<file path="src/cie_pkg.sv">
`timescale 1ns / 1ps

package cie_pkg;

    localparam int unsigned INSTR_W = 16;
    localparam int unsigned REG_W   = 5;
    localparam int unsigned IMM_W   = 18;
    localparam int unsigned ADDR_W  = 3;
    localparam int unsigned DATA_W  = 32;

    // Register index, taken from the word address bit of paddr.
    localparam logic CFG_RV64_MODE = 1'b0;

    typedef enum logic [4:0] {
        OP_LW     = 5'd0,
        OP_SW     = 5'd1,
        OP_BEQ    = 5'd2,
        OP_BNE    = 5'd3,
        OP_ADDI   = 5'd4,
        OP_ADD    = 5'd5,
        OP_JAL    = 5'd6,
        OP_JALR   = 5'd7,
        OP_SUB    = 5'd8,
        OP_XOR    = 5'd9,
        OP_OR     = 5'd10,
        OP_AND    = 5'd11,
        OP_ANDI   = 5'd12,
        OP_SLLI   = 5'd13,
        OP_SRLI   = 5'd14,
        OP_SRAI   = 5'd15,
        OP_ADDIW  = 5'd16,
        OP_ADDW   = 5'd17,
        OP_SUBW   = 5'd18,
        OP_LD     = 5'd19,
        OP_SD     = 5'd20,
        OP_EBREAK = 5'd21
    } op_kind_t;

    // Quadrant codes (instruction bits 1:0).
    localparam logic [1:0] QUAD_0 = 2'd0;
    localparam logic [1:0] QUAD_1 = 2'd1;
    localparam logic [1:0] QUAD_2 = 2'd2;

    // Fixed register numbers.
    localparam logic [4:0] REG_ZERO = 5'd0;
    localparam logic [4:0] REG_RA   = 5'd1;
    localparam logic [4:0] REG_SP   = 5'd2;

endpackage

</file>
<file path="src/cie_in_if.sv">
`timescale 1ns / 1ps

interface cie_in_if;
    logic                              valid;
    logic                              ready;
    logic [cie_pkg::INSTR_W-1:0]       instr_half;

    modport source (output valid, output instr_half, input ready);
    modport sink   (input valid, input instr_half, output ready);
endinterface

</file>
<file path="src/cie_out_if.sv">
`timescale 1ns / 1ps

interface cie_out_if;
    logic                              valid;
    logic                              ready;
    logic                              legal;
    cie_pkg::op_kind_t                 op_kind;
    logic [cie_pkg::REG_W-1:0]         dest_reg;
    logic [cie_pkg::REG_W-1:0]         src1_reg;
    logic [cie_pkg::REG_W-1:0]         src2_reg;
    logic signed [cie_pkg::IMM_W-1:0]  immediate;

    modport source (output valid, output legal, output op_kind, output dest_reg,
                    output src1_reg, output src2_reg, output immediate, input ready);
    modport sink   (input valid, input legal, input op_kind, input dest_reg,
                    input src1_reg, input src2_reg, input immediate, output ready);
endinterface

</file>
<file path="src/compressed_instruction_expander.sv">
`timescale 1ns / 1ps

// Expands one 16-bit RVC instruction per transfer into an operation code, three
// register numbers, a sign-extended 18-bit immediate and a legal flag. The block
// is a two-register pipeline: the instruction is captured in an input register,
// decoded by one level of combinational logic and stored in the result register.
// A new instruction is accepted every cycle while the output side keeps taking
// results. The input stalls only while both registers hold an instruction and the
// output is not ready. The rv64_mode register (APB offset 0, reset 0) selects RV64C
// decoding; write it only while no instruction is in flight. Illegal encodings
// give legal = 0 with every other field zero.
module compressed_instruction_expander (
    input  logic                          clk,
    input  logic                          rst_n,
    cie_in_if.sink                        in_ch,
    cie_out_if.source                     out_ch,
    input  logic                          psel,
    input  logic                          penable,
    input  logic                          pwrite,
    input  logic [cie_pkg::ADDR_W-1:0]    paddr,
    input  logic [cie_pkg::DATA_W-1:0]    pwdata,
    output logic [cie_pkg::DATA_W-1:0]    prdata,
    output logic                          pready
);

    logic                              rv64_mode_reg;
    logic                              cfg_write;

    logic                              s1_valid_reg;
    logic [cie_pkg::INSTR_W-1:0]       s1_instr_reg;
    logic                              out_valid_reg;
    logic                              legal_reg;
    cie_pkg::op_kind_t                 op_kind_reg;
    logic [cie_pkg::REG_W-1:0]         dest_reg_reg;
    logic [cie_pkg::REG_W-1:0]         src1_reg_reg;
    logic [cie_pkg::REG_W-1:0]         src2_reg_reg;
    logic signed [cie_pkg::IMM_W-1:0]  immediate_reg;

    logic                              out_advance;
    logic                              in_take;

    logic                              legal_next;
    cie_pkg::op_kind_t                 op_kind_next;
    logic [cie_pkg::REG_W-1:0]         dest_reg_next;
    logic [cie_pkg::REG_W-1:0]         src1_reg_next;
    logic [cie_pkg::REG_W-1:0]         src2_reg_next;
    logic signed [cie_pkg::IMM_W-1:0]  immediate_next;

    // Configuration port
    assign pready    = 1'b1;
    assign cfg_write = psel && penable && pwrite && (paddr[2] == cie_pkg::CFG_RV64_MODE);
    assign prdata    = (paddr[2] == cie_pkg::CFG_RV64_MODE)
                       ? {{(cie_pkg::DATA_W-1){1'b0}}, rv64_mode_reg}
                       : '0;

    always_ff @(posedge clk or negedge rst_n)
    begin
        if (!rst_n)
        begin
            rv64_mode_reg <= 1'b0;
        end
        else if (cfg_write)
        begin
            rv64_mode_reg <= pwdata[0];
        end
    end

    // Pipeline flow control
    assign out_advance = !out_valid_reg || out_ch.ready;
    assign in_ch.ready = !s1_valid_reg || out_advance;
    assign in_take     = in_ch.valid && in_ch.ready;

    always_ff @(posedge clk or negedge rst_n)
    begin
        if (!rst_n)
        begin
            s1_valid_reg  <= 1'b0;
            out_valid_reg <= 1'b0;
        end
        else
        begin
            if (in_ch.ready)
            begin
                s1_valid_reg <= in_ch.valid;
            end
            if (out_advance)
            begin
                out_valid_reg <= s1_valid_reg;
            end
        end
    end

    always_ff @(posedge clk)
    begin
        if (in_take)
        begin
            s1_instr_reg <= in_ch.instr_half;
        end
        if (out_advance && s1_valid_reg)
        begin
            legal_reg     <= legal_next;
            op_kind_reg   <= op_kind_next;
            dest_reg_reg  <= dest_reg_next;
            src1_reg_reg  <= src1_reg_next;
            src2_reg_reg  <= src2_reg_next;
            immediate_reg <= immediate_next;
        end
    end

    // Decoder
    logic [2:0]                        f3;
    logic [4:0]                        rdf;
    logic [4:0]                        rs2f;
    logic [4:0]                        rp7;
    logic [4:0]                        rp2;
    logic                              b12;
    logic signed [cie_pkg::IMM_W-1:0]  imm6;
    logic [cie_pkg::IMM_W-1:0]         shamt;
    logic [cie_pkg::IMM_W-1:0]         imm_addi4spn;
    logic [cie_pkg::IMM_W-1:0]         imm_lw;
    logic [cie_pkg::IMM_W-1:0]         imm_ld;
    logic signed [cie_pkg::IMM_W-1:0]  imm_jal;
    logic signed [cie_pkg::IMM_W-1:0]  imm_addi16sp;
    logic signed [cie_pkg::IMM_W-1:0]  imm_lui;
    logic signed [cie_pkg::IMM_W-1:0]  imm_branch;
    logic [cie_pkg::IMM_W-1:0]         imm_lwsp;
    logic [cie_pkg::IMM_W-1:0]         imm_swsp;
    logic                              r64;

    always_comb
    begin
        f3   = s1_instr_reg[15:13];
        rdf  = s1_instr_reg[11:7];
        rs2f = s1_instr_reg[6:2];
        rp7  = {2'b01, s1_instr_reg[9:7]};
        rp2  = {2'b01, s1_instr_reg[4:2]};
        b12  = s1_instr_reg[12];
        r64  = rv64_mode_reg;

        imm6  = {{12{b12}}, b12, rs2f};
        shamt = {12'd0, b12, rs2f};
        imm_addi4spn = {8'd0, s1_instr_reg[10:7], s1_instr_reg[12:11],
                        s1_instr_reg[5], s1_instr_reg[6], 2'b00};
        imm_lw = {11'd0, s1_instr_reg[5], s1_instr_reg[12:10], s1_instr_reg[6], 2'b00};
        imm_ld = {10'd0, s1_instr_reg[6:5], s1_instr_reg[12:10], 3'b000};
        imm_jal = {{6{b12}}, b12, s1_instr_reg[8], s1_instr_reg[10:9], s1_instr_reg[6],
                   s1_instr_reg[7], s1_instr_reg[2], s1_instr_reg[11],
                   s1_instr_reg[5:3], 1'b0};
        imm_addi16sp = {{8{b12}}, b12, s1_instr_reg[4:3], s1_instr_reg[5],
                        s1_instr_reg[2], s1_instr_reg[6], 4'b0000};
        imm_lui = {b12, rs2f, 12'd0};
        imm_branch = {{9{b12}}, b12, s1_instr_reg[6:5], s1_instr_reg[2],
                      s1_instr_reg[11:10], s1_instr_reg[4:3], 1'b0};
        imm_lwsp = {10'd0, s1_instr_reg[3:2], b12, s1_instr_reg[6:4], 2'b00};
        imm_swsp = {10'd0, s1_instr_reg[8:7], s1_instr_reg[12:9], 2'b00};

        legal_next     = 1'b0;
        op_kind_next   = cie_pkg::OP_LW;
        dest_reg_next  = cie_pkg::REG_ZERO;
        src1_reg_next  = cie_pkg::REG_ZERO;
        src2_reg_next  = cie_pkg::REG_ZERO;
        immediate_next = '0;

        unique case (s1_instr_reg[1:0])
            cie_pkg::QUAD_0:
            begin
                unique case (f3)
                    3'd0:
                    begin
                        if (imm_addi4spn != '0)
                        begin
                            legal_next     = 1'b1;
                            op_kind_next   = cie_pkg::OP_ADDI;
                            dest_reg_next  = rp2;
                            src1_reg_next  = cie_pkg::REG_SP;
                            immediate_next = imm_addi4spn;
                        end
                    end
                    3'd2:
                    begin
                        legal_next     = 1'b1;
                        op_kind_next   = cie_pkg::OP_LW;
                        dest_reg_next  = rp2;
                        src1_reg_next  = rp7;
                        immediate_next = imm_lw;
                    end
                    3'd6:
                    begin
                        legal_next     = 1'b1;
                        op_kind_next   = cie_pkg::OP_SW;
                        src1_reg_next  = rp7;
                        src2_reg_next  = rp2;
                        immediate_next = imm_lw;
                    end
                    3'd3:
                    begin
                        if (r64)
                        begin
                            legal_next     = 1'b1;
                            op_kind_next   = cie_pkg::OP_LD;
                            dest_reg_next  = rp2;
                            src1_reg_next  = rp7;
                            immediate_next = imm_ld;
                        end
                    end
                    3'd7:
                    begin
                        if (r64)
                        begin
                            legal_next     = 1'b1;
                            op_kind_next   = cie_pkg::OP_SD;
                            src1_reg_next  = rp7;
                            src2_reg_next  = rp2;
                            immediate_next = imm_ld;
                        end
                    end
                    default:
                    begin
                    end
                endcase
            end
            cie_pkg::QUAD_1:
            begin
                unique case (f3)
                    3'd0:
                    begin
                        legal_next     = 1'b1;
                        op_kind_next   = cie_pkg::OP_ADDI;
                        dest_reg_next  = rdf;
                        src1_reg_next  = rdf;
                        immediate_next = imm6;
                    end
                    3'd1, 3'd5:
                    begin
                        // In RV64 the f3=1 slot is ADDIW instead of JAL.
                        if (f3 == 3'd1 && r64)
                        begin
                            if (rdf != cie_pkg::REG_ZERO)
                            begin
                                legal_next     = 1'b1;
                                op_kind_next   = cie_pkg::OP_ADDIW;
                                dest_reg_next  = rdf;
                                src1_reg_next  = rdf;
                                immediate_next = imm6;
                            end
                        end
                        else
                        begin
                            legal_next     = 1'b1;
                            op_kind_next   = cie_pkg::OP_JAL;
                            dest_reg_next  = (f3 == 3'd1) ? cie_pkg::REG_RA : cie_pkg::REG_ZERO;
                            immediate_next = imm_jal;
                        end
                    end
                    3'd2:
                    begin
                        legal_next     = 1'b1;
                        op_kind_next   = cie_pkg::OP_ADDI;
                        dest_reg_next  = rdf;
                        immediate_next = imm6;
                    end
                    3'd3:
                    begin
                        if (rdf == cie_pkg::REG_SP)
                        begin
                            if (imm_addi16sp != '0)
                            begin
                                legal_next     = 1'b1;
                                op_kind_next   = cie_pkg::OP_ADDI;
                                dest_reg_next  = cie_pkg::REG_SP;
                                src1_reg_next  = cie_pkg::REG_SP;
                                immediate_next = imm_addi16sp;
                            end
                        end
                        else if ({b12, rs2f} != 6'd0)
                        begin
                            legal_next     = 1'b1;
                            op_kind_next   = cie_pkg::OP_ADDI;
                            dest_reg_next  = rdf;
                            immediate_next = imm_lui;
                        end
                    end
                    3'd4:
                    begin
                        unique case (s1_instr_reg[11:10])
                            2'd0, 2'd1:
                            begin
                                if (!(b12 && !r64))
                                begin
                                    legal_next     = 1'b1;
                                    op_kind_next   = (s1_instr_reg[11:10] == 2'd0)
                                                     ? cie_pkg::OP_SRLI : cie_pkg::OP_SRAI;
                                    dest_reg_next  = rp7;
                                    src1_reg_next  = rp7;
                                    immediate_next = shamt;
                                end
                            end
                            2'd2:
                            begin
                                legal_next     = 1'b1;
                                op_kind_next   = cie_pkg::OP_ANDI;
                                dest_reg_next  = rp7;
                                src1_reg_next  = rp7;
                                immediate_next = imm6;
                            end
                            default:
                            begin
                                if (!b12)
                                begin
                                    legal_next    = 1'b1;
                                    dest_reg_next = rp7;
                                    src1_reg_next = rp7;
                                    src2_reg_next = rp2;
                                    unique case (s1_instr_reg[6:5])
                                        2'd0:    op_kind_next = cie_pkg::OP_SUB;
                                        2'd1:    op_kind_next = cie_pkg::OP_XOR;
                                        2'd2:    op_kind_next = cie_pkg::OP_OR;
                                        default: op_kind_next = cie_pkg::OP_AND;
                                    endcase
                                end
                                else if (r64 && !s1_instr_reg[6])
                                begin
                                    legal_next    = 1'b1;
                                    op_kind_next  = s1_instr_reg[5]
                                                    ? cie_pkg::OP_ADDW : cie_pkg::OP_SUBW;
                                    dest_reg_next = rp7;
                                    src1_reg_next = rp7;
                                    src2_reg_next = rp2;
                                end
                            end
                        endcase
                    end
                    default:
                    begin
                        legal_next     = 1'b1;
                        op_kind_next   = (f3 == 3'd6) ? cie_pkg::OP_BEQ : cie_pkg::OP_BNE;
                        src1_reg_next  = rp7;
                        immediate_next = imm_branch;
                    end
                endcase
            end
            cie_pkg::QUAD_2:
            begin
                unique case (f3)
                    3'd0:
                    begin
                        if (!(b12 && !r64))
                        begin
                            legal_next     = 1'b1;
                            op_kind_next   = cie_pkg::OP_SLLI;
                            dest_reg_next  = rdf;
                            src1_reg_next  = rdf;
                            immediate_next = shamt;
                        end
                    end
                    3'd2:
                    begin
                        if (rdf != cie_pkg::REG_ZERO)
                        begin
                            legal_next     = 1'b1;
                            op_kind_next   = cie_pkg::OP_LW;
                            dest_reg_next  = rdf;
                            src1_reg_next  = cie_pkg::REG_SP;
                            immediate_next = imm_lwsp;
                        end
                    end
                    3'd4:
                    begin
                        if (!b12)
                        begin
                            if (rs2f == cie_pkg::REG_ZERO)
                            begin
                                if (rdf != cie_pkg::REG_ZERO)
                                begin
                                    legal_next    = 1'b1;
                                    op_kind_next  = cie_pkg::OP_JALR;
                                    src1_reg_next = rdf;
                                end
                            end
                            else
                            begin
                                legal_next    = 1'b1;
                                op_kind_next  = cie_pkg::OP_ADDI;
                                dest_reg_next = rdf;
                                src1_reg_next = rs2f;
                            end
                        end
                        else if (rs2f == cie_pkg::REG_ZERO)
                        begin
                            legal_next = 1'b1;
                            if (rdf == cie_pkg::REG_ZERO)
                            begin
                                op_kind_next = cie_pkg::OP_EBREAK;
                            end
                            else
                            begin
                                op_kind_next  = cie_pkg::OP_JALR;
                                dest_reg_next = cie_pkg::REG_RA;
                                src1_reg_next = rdf;
                            end
                        end
                        else
                        begin
                            legal_next    = 1'b1;
                            op_kind_next  = cie_pkg::OP_ADD;
                            dest_reg_next = rdf;
                            src1_reg_next = rdf;
                            src2_reg_next = rs2f;
                        end
                    end
                    3'd6:
                    begin
                        legal_next     = 1'b1;
                        op_kind_next   = cie_pkg::OP_SW;
                        src1_reg_next  = cie_pkg::REG_SP;
                        src2_reg_next  = rs2f;
                        immediate_next = imm_swsp;
                    end
                    default:
                    begin
                    end
                endcase
            end
            default:
            begin
                // 32-bit encodings are not handled here.
            end
        endcase
    end

    assign out_ch.valid     = out_valid_reg;
    assign out_ch.legal     = legal_reg;
    assign out_ch.op_kind   = op_kind_reg;
    assign out_ch.dest_reg  = dest_reg_reg;
    assign out_ch.src1_reg  = src1_reg_reg;
    assign out_ch.src2_reg  = src2_reg_reg;
    assign out_ch.immediate = immediate_reg;

endmodule
</file>
<file path="src/flat_wrapper.sv">
// flat-port wrapper written by rule: the top's interface ports become plain ports
module compressed_instruction_expander_flat 
  (clk, rst_n, psel, penable, pwrite, paddr, pwdata, prdata, pready, in_ch_valid, in_ch_instr_half, in_ch_ready, out_ch_valid, out_ch_legal, out_ch_op_kind, out_ch_dest_reg, out_ch_src1_reg, out_ch_src2_reg, out_ch_immediate, out_ch_ready);
  cie_in_if in_ch_i ();
  cie_out_if out_ch_i ();
  input  logic clk;
  input  logic rst_n;
  input  logic psel;
  input  logic penable;
  input  logic pwrite;
  input  logic [cie_pkg::ADDR_W-1:0] paddr;
  input  logic [cie_pkg::DATA_W-1:0] pwdata;
  output logic [cie_pkg::DATA_W-1:0] prdata;
  output logic pready;
  input wire logic [$bits(in_ch_i.valid)-1:0] in_ch_valid;
  input wire logic [$bits(in_ch_i.instr_half)-1:0] in_ch_instr_half;
  output wire logic [$bits(in_ch_i.ready)-1:0] in_ch_ready;
  output wire logic [$bits(out_ch_i.valid)-1:0] out_ch_valid;
  output wire logic [$bits(out_ch_i.legal)-1:0] out_ch_legal;
  output wire logic [$bits(out_ch_i.op_kind)-1:0] out_ch_op_kind;
  output wire logic [$bits(out_ch_i.dest_reg)-1:0] out_ch_dest_reg;
  output wire logic [$bits(out_ch_i.src1_reg)-1:0] out_ch_src1_reg;
  output wire logic [$bits(out_ch_i.src2_reg)-1:0] out_ch_src2_reg;
  output wire logic [$bits(out_ch_i.immediate)-1:0] out_ch_immediate;
  input wire logic [$bits(out_ch_i.ready)-1:0] out_ch_ready;
  assign in_ch_i.valid = in_ch_valid;
  assign in_ch_i.instr_half = in_ch_instr_half;
  assign in_ch_ready = in_ch_i.ready;
  assign out_ch_valid = out_ch_i.valid;
  assign out_ch_legal = out_ch_i.legal;
  assign out_ch_op_kind = out_ch_i.op_kind;
  assign out_ch_dest_reg = out_ch_i.dest_reg;
  assign out_ch_src1_reg = out_ch_i.src1_reg;
  assign out_ch_src2_reg = out_ch_i.src2_reg;
  assign out_ch_immediate = out_ch_i.immediate;
  assign out_ch_i.ready = out_ch_ready;
  compressed_instruction_expander u_core (.clk(clk), .rst_n(rst_n), .in_ch(in_ch_i), .out_ch(out_ch_i), .psel(psel), .penable(penable), .pwrite(pwrite), .paddr(paddr), .pwdata(pwdata), .prdata(prdata), .pready(pready));
endmodule
</file>
<file path="config.mk">
export PLATFORM = sky130hd
export DESIGN_NAME = compressed_instruction_expander_flat
export DESIGN_NICKNAME = d
export VERILOG_FILES = /design/src/cie_pkg.sv /design/src/cie_in_if.sv /design/src/cie_out_if.sv /design/src/compressed_instruction_expander.sv /design/src/flat_wrapper.sv
export SDC_FILE = /design/constraint.sdc
export NUM_CORES = 1
export LEC_CHECK = 0
export ABC_AREA = 1
export BUFFER_PORTS_ARGS = -buffer_cell sky130_fd_sc_hd__buf_2
export CORE_MARGIN = 1.5
export CORE_UTILIZATION = 51
export CTS_CLUSTER_DIAMETER = 120
export DETAILED_ROUTE_END_ITERATION = 10
export HOLD_SLACK_MARGIN = 0.1
export PLACE_DENSITY = 0.81
export SLEW_MARGIN = 20
export SYNTH_ARGS = -nofsm -noshare
export SYNTH_HDL_FRONTEND = slang
export SYNTH_SLANG_ARGS = --single-unit
</file>
<file path="constraint.sdc">
create_clock -name clk -period 3.2 [get_ports clk]
set_input_delay 0.48 -clock clk [delete_from_list [all_inputs] [get_ports clk]]
set_output_delay 0.48 -clock clk [all_outputs]
set_load 0.01 [all_outputs]
</file>
==> summary.md, run 1 <==
| Metric | Value |
|---|---|
| Status | completed |
| DPL Wire Length | 8200 microns |
| Post-Syn Area | 3750 sq um |
| Pwr Density | 504 nW/um^2 |
| Vias per inst | 5.47 |
| Total number of vias | 3,578 |
| Clk slew on worst S/H paths | 0.07 ns |
| Layer with the highest usage | met2 |
| Setup-failing EPs final | 0 |
| Sequential cell area fraction in the yosys report | 46.1% |
| 1st-pass router iterations | 6 |
| Die ar. | 7870 sq um |
| Commonest non-fill, non-tap cell in the layout | nand2_1 |
| GRT met1 Usage | 36.6% |
| First-pass GRT wire length | 16,600 microns |
| Wirelength per Cell | 16.8 microns |
| PostCTS Resize Cnt | 0 |
| Critical Path Source | u_core.s1_instr_reg[11] |
| Starting density of the core | 52.2% |
| Clk sinks | 58 |
| GRT met3 Usage | 6.81% |
| Max VDD drop | 296 uV |
| Core box area | 7180 sq um |
| Clock buffer depth | 2 |
| CP arrival | 2.28 ns |
| Ant. Diodes | 0 |
| Period utilization | 68.1% |
| FILL cells | 636 |
| Post-Place Cell Area | 4060 sq um |
| Drt total wl | 11,000 microns |
| Area Overhead vs Synth | 14.5% |
| Crit Path Category | reg -> reg |
| Avg Synthesized Cell Area | 7.82 sq um |
| Final TNS setup | 0 ns |
| Hold Fails Final Rpt | 0 |
| CP required | 3.30 ns |
| Total GRT Usage | 29.1% |
| Setup bufs post-CTS | 0 |
| Tot Pwr | 0.00216 W |
| FP Rows | 31 |
| RSZ-0062 raised after global routing | no |
| Slew Limit Fails | 0 |
| Most frequent cells in the layout | 129 x nand2_1, 66 x buf_2, 55 x edfxtp_1, 54 x nand3_1, 47 x inv_1 |
| Dpl cells | 637 |
| I/O Buffers | 66 |
| Num CTS Buffers | 9 |
| Min Hold Slack | 0.301 ns |
| Skew final | 0.00819 ns |
| Antenna violations before repair | 0 |
| Min-delay worst type | in -> reg |
| Max reg flops | 18 |
| Die Width | 88.7 microns |
| CTS tree | built |
| Synth unique cells | 34 |
| Syn. warnings | 0 |
| First DRT Iteration DRCs | 532 |
| Non-Filler Instances | 654 |
| Max-cap viol count | 0 |
| Worst-Margin Slew | 0.890 ns |
| GPL Wtd Cong | 1.13 |
| Top Ports | 132 |
| Total gr overflow | 0 |
| Die Y | 88.7 microns |
| GR Util met2 | 45.2% |
| Leakage power | 2.05 nW |
| Finished Cell Area | 4290 sq um |
| Setup crit end kind | register |
| Antenna Nets Post-Route | 0 |
| Slew headroom | 40.5% |
| Layout Nets | 608 |
| Largest net degree at the start of global routing | 40 |
| Worst skew pair latency | 0.35 ns |
| Mapped Cells | 479 |
| Residual DRC | 0 |
| Root Driver | clkbuf_8 |
| Worst-path maximum fanout | 13 |
| Layout cells sized above 1 | 21.4% |
| Number of global-route vias before repair | 3,245 |
| Htree depth | 3 |
| Worst r2r src | u_core.s1_instr_reg[11] |
| Setup crit start kind | register |
| Hold Path Origin | in_ch_instr_half[7] |
| Crit path time final | 2.18 ns |
| Flops & latches, synth | 58 |
| FMAX | 459 MHz |
where the power goes:
group / internal (W) / switching, W / leakage (nW)
registers: 0.000930 / 0.0000523 / 0.572
logic: 0.000129 / 0.000310 / 1.38
clock network: 0.000435 / 0.000305 / 0.0951
total: 0.00149 / 0.000667 / 2.05
final cells by class:
cell class | instances | area (sq um) | share of cell area [%]
inverter | 59 | 221 | 5.16
clock buffer | 9 | 124 | 2.89
clock inverter | 7 | 93.8 | 2.19
tap | 99 | 124 | 2.89
multi-input combinational | 350 | 1620 | 37.8
timing repair buffer | 72 | 378 | 8.80
sequential | 58 | 1730 | 40.2
critical path: stages, from the launching register on:
cell and delay [ns]:
edfxtp_1 0.37, buf_4 0.21, inv_1 0.21, nand3_1 0.29, nand2_1 0.26, nand3_1 0.13, nand2_1 0.13, nand2_2 0.10
o21ai_0 0.18, inv_1 0.05
metal layers:
layer / up-vias / wire [microns] / part of all wire, %
met5: - / 0 / 0
met4: 0 / 561 / 5.1
li1: 1683 / - / -
met1: 1612 / 4450 / 40
met3: 44 / 1080 / 9.8
met2: 239 / 4920 / 45
final timing paths:
kind	end	slack [ns]	depth (start not counted)
max	u_core.out_ch.immediate[16]	1.02	9
min	u_core.s1_instr_reg[7]	0.30	1
max reg2reg	u_core.out_ch.immediate[16]	1.02	9
min reg2reg	u_core.out_ch.valid	0.53	2
max in group asynchronous	u_core.out_ch.valid	2.63	2
min in group asynchronous	u_core.r64	0.46	2
synthesized netlist by cell type:
cell type	count	area, sq um
o311ai_0	1	8.76
inv_2	11	41.3
o2111ai_1	1	8.76
clkinv_1	1	3.75
nand2_1	129	484
a21boi_0	1	7.51
buf_6	1	11.3
nor3_1	2	10.0
nand3_1	54	270
inv_1	47	176
a31oi_1	1	6.26
a22oi_1	1	7.51
o21ai_2	1	8.76
edfxtp_1	55	1650
nand3b_1	1	7.51
nor2_1	40	150
nor2_2	5	31.3
nand4_1	8	50.1
o21ai_1	2	10.0
nor2_4	3	33.8
conb_1	2	7.51
a21oi_1	19	95.1
clkbuf_1	2	7.51
o22ai_1	3	18.8
o21a_1	1	7.51
dfrtp_1	3	75.1
buf_4	34	255
o21ai_0	25	125
a21oi_2	2	17.5
o211ai_1	6	45.0
nand3_2	3	30.0
buf_2	5	25.0
o31ai_1	2	15.0
nand2_2	7	43.8
cell families (layout without fill, tap and decap cells):
logic type,after synthesis,after routing,share of synthesized area (%)
AND/OR/NAND/NOR,252,252,29.6
other,2,32,0.200
AO/OA/AOI/OAI,66,66,10.2
buffers and inverters,101,147,13.9
flip-flops,58,58,46.1
per-stage QoR:
stage	util (%)	setup WS [ns]
after global routing	59.8	0.933
final	59.8	1.02
after CTS	59.8	1.07
after floorplan	-	0.310
after global placement	56.6	1.04
after detailed placement	56.6	1.07
repair_timing:
action / 4_1_cts / 5_1_grt
endpoints found under the hold margin: 3 / 0
hold buffers: 1 / 0
setup endpoints to repair: 0 / 0
No activity file was read; power rests on OpenSTA's default activity.
==> inputs of run 2 (changes only) <==
--- a/config.mk
+++ b/config.mk
@@ -8,11 +8,11 @@
 export ABC_AREA = 1
 export BUFFER_PORTS_ARGS = -buffer_cell sky130_fd_sc_hd__buf_2
 export CORE_MARGIN = 1.5
-export CORE_UTILIZATION = 51
+export CORE_UTILIZATION = 46
 export CTS_CLUSTER_DIAMETER = 120
 export DETAILED_ROUTE_END_ITERATION = 10
 export HOLD_SLACK_MARGIN = 0.1
-export PLACE_DENSITY = 0.81
+export PLACE_DENSITY = 0.78
 export SLEW_MARGIN = 20
 export SYNTH_ARGS = -nofsm -noshare
 export SYNTH_HDL_FRONTEND = slang
==> constraint.sdc (replaced) <==
create_clock -name clk -period 2 [get_ports clk]
set_input_delay 0.3 -clock clk [delete_from_list [all_inputs] [get_ports clk]]
set_output_delay 0.3 -clock clk [all_outputs]
set_load 0.01 [all_outputs]
==> summary.md, run 2 (synthesized netlist as in run 1, its figures left out) <==
| Metric | Value |
|---|---|
| Num CTS Buffers | 9 |
| Crit path time final | 1.87 ns |
| CP Cell Sequence | nor2_1 > nand4_1 > nand2_1 > nand2_1 > o21ai_0 > nand3_1 |
| Largest net degree at the start of global routing | 40 |
| Antenna violations before repair | 0 |
| Worst Path Buf+Inv | 0 |
| Worst slack at placement | 0.0195 ns |
| Commonest non-fill, non-tap cell in the layout | nand2_1 |
| FP Rows | 32 |
| CP arrival | 1.96 ns |
| Most common cell on crit path | nand2_1 |
| Crit-path slowest cell | edfxtp_1 |
| First DRT Iteration DRCs | 323 |
| CP required | 2.09 ns |
| Worst-Margin Slew | 0.545 ns |
| RSZ-0062 raised after global routing | no |
| Most frequent cells in the layout | 129 x nand2_1, 66 x buf_2, 61 x buf_4, 55 x edfxtp_1, 54 x nand3_1 |
| DPL Wire Length | 9250 microns |
| Worst-path maximum fanout | 12 |
| Number of global-route vias before repair | 3,370 |
| Residual DRC | 0 |
| Max VDD drop | 412 uV |
| GPL Wtd Cong | 1.07 |
| Drt total wl | 11,700 microns |
| Period utilization | 93.6% |
| Top Ports | 132 |
| Setup-failing EPs final | 0 |
| Wirelength per Cell | 16.4 microns |
| Setup crit start kind | register |
| Min-delay worst type | in -> reg |
| Max reg flops | 18 |
| Area Overhead vs Synth | 26.7% |
| PnR worst setup slack | 0.128 ns |
| Ant. Diodes | 0 |
| 1st-pass router iterations | 5 |
| Max-cap viol count | 0 |
| Vias per inst | 5.24 |
| Tot Pwr | 0.00360 W |
| Slew Limit Fails | 0 |
| First-pass GRT wire length | 17,700 microns |
| Worst skew pair latency | 0.35 ns |
| Crit Path Category | reg -> reg |
| Final TNS setup | 0 ns |
| Die ar. | 8700 sq um |
| Starting density of the core | 48.0% |
| Total GRT Usage | 28.1% |
| Root Driver | clkbuf_8 |
| CTS tree | built |
| Htree depth | 3 |
| Slew headroom | 63.6% |
| Clock buffer depth | 2 |
| Layout Nets | 665 |
| Pwr Density | 758 nW/um^2 |
| Layout cells sized above 1 | 29.1% |
| Hold Fails Final Rpt | 0 |
| FMAX | 534 MHz |
| Total gr overflow | 0 |
| Antenna Nets Post-Route | 0 |
| Die Y | 93.3 microns |
| Skew final | 0.00919 ns |
| Core box area | 7810 sq um |
| Critical Path Max Stage Delay | 0.57 ns |
| Status | completed |
| Clk sinks | 58 |
| Die Width | 93.3 microns |
| Setup crit end kind | register |
| Clk slew on worst S/H paths | 0.07 ns |
| CP delay by family, top | simple AND/OR/NAND/NOR gates |
| Total number of vias | 3,740 |
| Leakage power | 2.32 nW |
| I/O Buffers | 66 |
==> run 2: cell type report <==
class | count | area (sq um)
Inverter | 59 | 221
Sequential cell | 58 | 1730
Timing Repair Buffer | 129 | 818
Fill cell | 702 | 3060
Clock inverter | 7 | 93.8
Tap cell | 102 | 128
Clock buffer | 9 | 124
Multi-Input combinational cell | 350 | 1640
==> run 2: timing repair <==
action,4_1_cts,5_1_grt
hold buffers,1,0
endpoints found under the hold margin,3,0
gates resized for setup,0,4
endpoints found under the setup margin,0,23
buffers inserted,0,6
==> run 2: power breakdown <==
group | switching [W] | total (W) | internal (W)
sequential | 0.0000473 | 0.00153 | 0.00149
clock | 0.000501 | 0.00120 | 0.000695
combinational | 0.000567 | 0.000868 | 0.000301
total | 0.00112 | 0.00360 | 0.00248
==> run 2: final timing paths <==
check,start,end,slack [ns],depth (start not counted)
max in group asynchronous,rst_n,u_core.out_ch.valid,1.63,2
min in group asynchronous,rst_n,u_core.s1_valid_reg,0.27,2
hold reg to reg,u_core.s1_valid_reg,u_core.out_ch.valid,0.53,2
setup reg to reg,u_core.s1_instr_reg[12],u_core.out_ch.op_kind[2],0.13,6
setup / recovery,u_core.s1_instr_reg[12],u_core.out_ch.op_kind[2],0.13,6
hold / removal,in_ch_instr_half[7],u_core.s1_instr_reg[7],0.12,1
==> run 2: metrics by stage <==
step | util, % | std cells | hold slack, ns | area (sq um)
after floorplan | - | 509 | 0.00441 | 3860
after global placement | 57.2 | 691 | 0.0974 | 4460
after detailed placement | 57.2 | 691 | 0.100 | 4460
after CTS | 60.1 | 708 | 0.115 | 4690
after global routing | 60.8 | 714 | 0.105 | 4750
final | 60.8 | 714 | 0.119 | 4750
==> run 2: metal layers <==
metal | wire [microns] | GRT usage [%] | up-vias | part of all wire, %
li1 | - | - | 1794 | -
met1 | 4800 | 35.3 | 1670 | 41
met2 | 5240 | 43.6 | 228 | 45
met3 | 1090 | 7.48 | 48 | 9.3
met4 | 583 | 15.5 | 0 | 5.0
met5 | 0 | 0 | - | 0
==> inputs of run 3 (changes only) <==
--- a/config.mk
+++ b/config.mk
@@ -8,11 +8,11 @@
 export ABC_AREA = 1
 export BUFFER_PORTS_ARGS = -buffer_cell sky130_fd_sc_hd__buf_2
 export CORE_MARGIN = 1.5
-export CORE_UTILIZATION = 46
+export CORE_UTILIZATION = 51
 export CTS_CLUSTER_DIAMETER = 120
 export DETAILED_ROUTE_END_ITERATION = 10
 export HOLD_SLACK_MARGIN = 0.1
-export PLACE_DENSITY = 0.78
+export PLACE_DENSITY = 0.81
 export SLEW_MARGIN = 20
 export SYNTH_ARGS = -nofsm -noshare
 export SYNTH_HDL_FRONTEND = slang
==> constraint.sdc (replaced) <==
create_clock -name clk -period 1.8 [get_ports clk]
set_input_delay 0.27 -clock clk [delete_from_list [all_inputs] [get_ports clk]]
set_output_delay 0.27 -clock clk [all_outputs]
set_load 0.01 [all_outputs]
==> summary.md, run 3 (synthesized netlist as in run 1, its figures left out) <==
| Metric | Value |
|---|---|
| Worst skew pair latency | 0.34 ns |
| Drt total wl | 12,900 microns |
| Dpl cells | 718 |
| PnR worst setup slack | 0.0416 ns |
| Total number of vias | 4,020 |
| Core box area | 7180 sq um |
| Pint | 0.00287 W |
| FMAX | 569 MHz |
| Clk sinks | 58 |
| WHS Endpoint | u_core.s1_instr_reg[9] |
| Total GRT Usage | 32.8% |
| CTS tree | built |
| Worst slack at placement | -0.0153 ns |
| I/O Buffers | 66 |
| Skew final | 0.00845 ns |
| Most frequent cells in the layout | 113 x nand2_1, 90 x buf_4, 66 x buf_2, 55 x edfxtp_1, 46 x nand3_1 |
| Antenna Nets Post-Route | 0 |
| Finished Cell Area | 5260 sq um |
| Starting density of the core | 52.2% |
| Sw Share | 30.9% |
| Total gr overflow | 0 |
| 1st-pass router iterations | 6 |
| Leakage power | 2.56 nW |
| Die Width | 88.7 microns |
| RSZ-0062 raised after global routing | yes |
| Antenna violations before repair | 0 |
| Max-cap viol count | 0 |
| Gate power share | 27.5% |
| Final Util | 73.3% |
| Reg-to-Reg End | u_core.out_ch.legal |
| P_sw | 0.00129 W |
| Clk pwr share | 31.3% |
| Die Y | 88.7 microns |
| FF-to-FF path depth | 7 |
| Max VDD drop | 519 uV |
| Residual DRC | 0 |
| Post-Place Cell Area | 4710 sq um |
| Die ar. | 7870 sq um |
| Layout cells sized above 1 | 39.3% |
| Layout Nets | 704 |
| Slew Limit Fails | 0 |
| Pwr Density | 791 nW/um^2 |
| Hold Path Cell Cnt | 1 |
| Largest net degree at the start of global routing | 40 |
| Hold Path Origin | in_ch_instr_half[9] |
| Number of global-route vias before repair | 3,597 |
| GPL Wtd Cong | 1.02 |
| First DRT Iteration DRCs | 482 |
| Worst r2r src | u_core.s1_instr_reg[10] |
| Min Hold Slack | 0.105 ns |
| Reg power frac | 41.2% |
| CP arrival | 1.84 ns |
| Commonest non-fill, non-tap cell in the layout | nand2_1 |
| Root Driver | clkbuf_8 |
| Vias per inst | 5.36 |
| Status | completed |
| Num CTS Buffers | 9 |
| Crit Path Category | reg -> reg |
| Htree depth | 3 |
| Period utilization | 97.7% |
| Crit path time final | 1.76 ns |
| Worst-path maximum fanout | 5 |
| Setup slack, reg-to-reg | 0.04 ns |
| Non-Filler Instances | 750 |
| Ant. Diodes | 0 |
| FP Rows | 31 |
| Max reg flops | 18 |
| Setup crit start kind | register |
| Top Ports | 132 |
| DPL Wire Length | 9720 microns |
| Area Overhead vs Synth | 40.3% |
| Clk slew on worst S/H paths | 0.07 ns |
| Wirelength per Cell | 17.2 microns |
| Min-delay worst type | in -> reg |
| Setup-failing EPs final | 0 |
| Setup crit end kind | register |
| First-pass GRT wire length | 18,600 microns |
| CP required | 1.89 ns |
| Hold Fails Final Rpt | 0 |
| Clock buffer depth | 2 |
==> run 3: through the flow <==
| stage | TNS, ns | power (W) |
|---|---|---|
| final | 0 | 0.00416 |
| after global routing | -0.154 | 0.00434 |
| after CTS | 0 | 0.00406 |
| after detailed placement | -0.0610 | 0.00276 |
| after global placement | -0.229 | 0.00275 |
| after floorplan | 0 | 0.00230 |
==> run 3: power by group through the flow <==
stage | Combinational, W | Sequential (W) | Clock (W)
after floorplan | 0.000509 | 0.00179 | 0
after global placement | 0.00101 | 0.00174 | 0
after detailed placement | 0.00102 | 0.00175 | 0
after CTS | 0.00104 | 0.00172 | 0.00131
after global routing | 0.00123 | 0.00173 | 0.00137
final | 0.00114 | 0.00171 | 0.00130
==> run 3: worst max-delay path by stage <==
stage,slack [ns],from,cells past startpoint,end
after floorplan,0.20,u_core.s1_instr_reg[8],8,u_core.out_ch.immediate[17]
after global placement,-0.05,u_core.s1_instr_reg[14],8,u_core.out_ch.immediate[8]
after detailed placement,-0.02,u_core.s1_instr_reg[15],8,u_core.out_ch.dest_reg[3]
after CTS,0.007,u_core.s1_instr_reg[13],8,u_core.out_ch.immediate[9]
after global routing,-0.02,u_core.s1_instr_reg[14],10,u_core.out_ch.immediate[0]
final,0.04,u_core.s1_instr_reg[10],7,u_core.out_ch.legal
==> run 3: critical path, cell delays in order, from the launching register on <==
cell and delay [ns]:
edfxtp_1 0.52, nor2_4 0.16, nand3_1 0.11, buf_4 0.17, nand2_1 0.10, nand3_1 0.19, o21ai_1 0.17, nand3_1 0.08
==> run 3: layer usage <==
metal / global-route usage [%] / share of wire [%]
met1: 41.1 / 38
met2: 52.9 / 47
met3: 7.28 / 10
met4: 17.5 / 5.0
met5: 0 / 0
==> run 3: area by class of cell <==
class,count,area [sq um]
clock buffer,10,128
clock inverter,6,81.3
fill,548,1920
inverter,59,226
multi-input combinational,350,1810
sequential,58,1730
tap,99,124
timing repair buffer,168,1160
==> run 3: repair_timing <==
item / in CTS / in global routing
pin swaps: 0 / 13
buffers inserted: 4 / 6
endpoints found under the hold margin: 4 / 5
setup endpoints to repair: 8 / 34
hold buffers: 2 / 5
resized for setup: 3 / 67
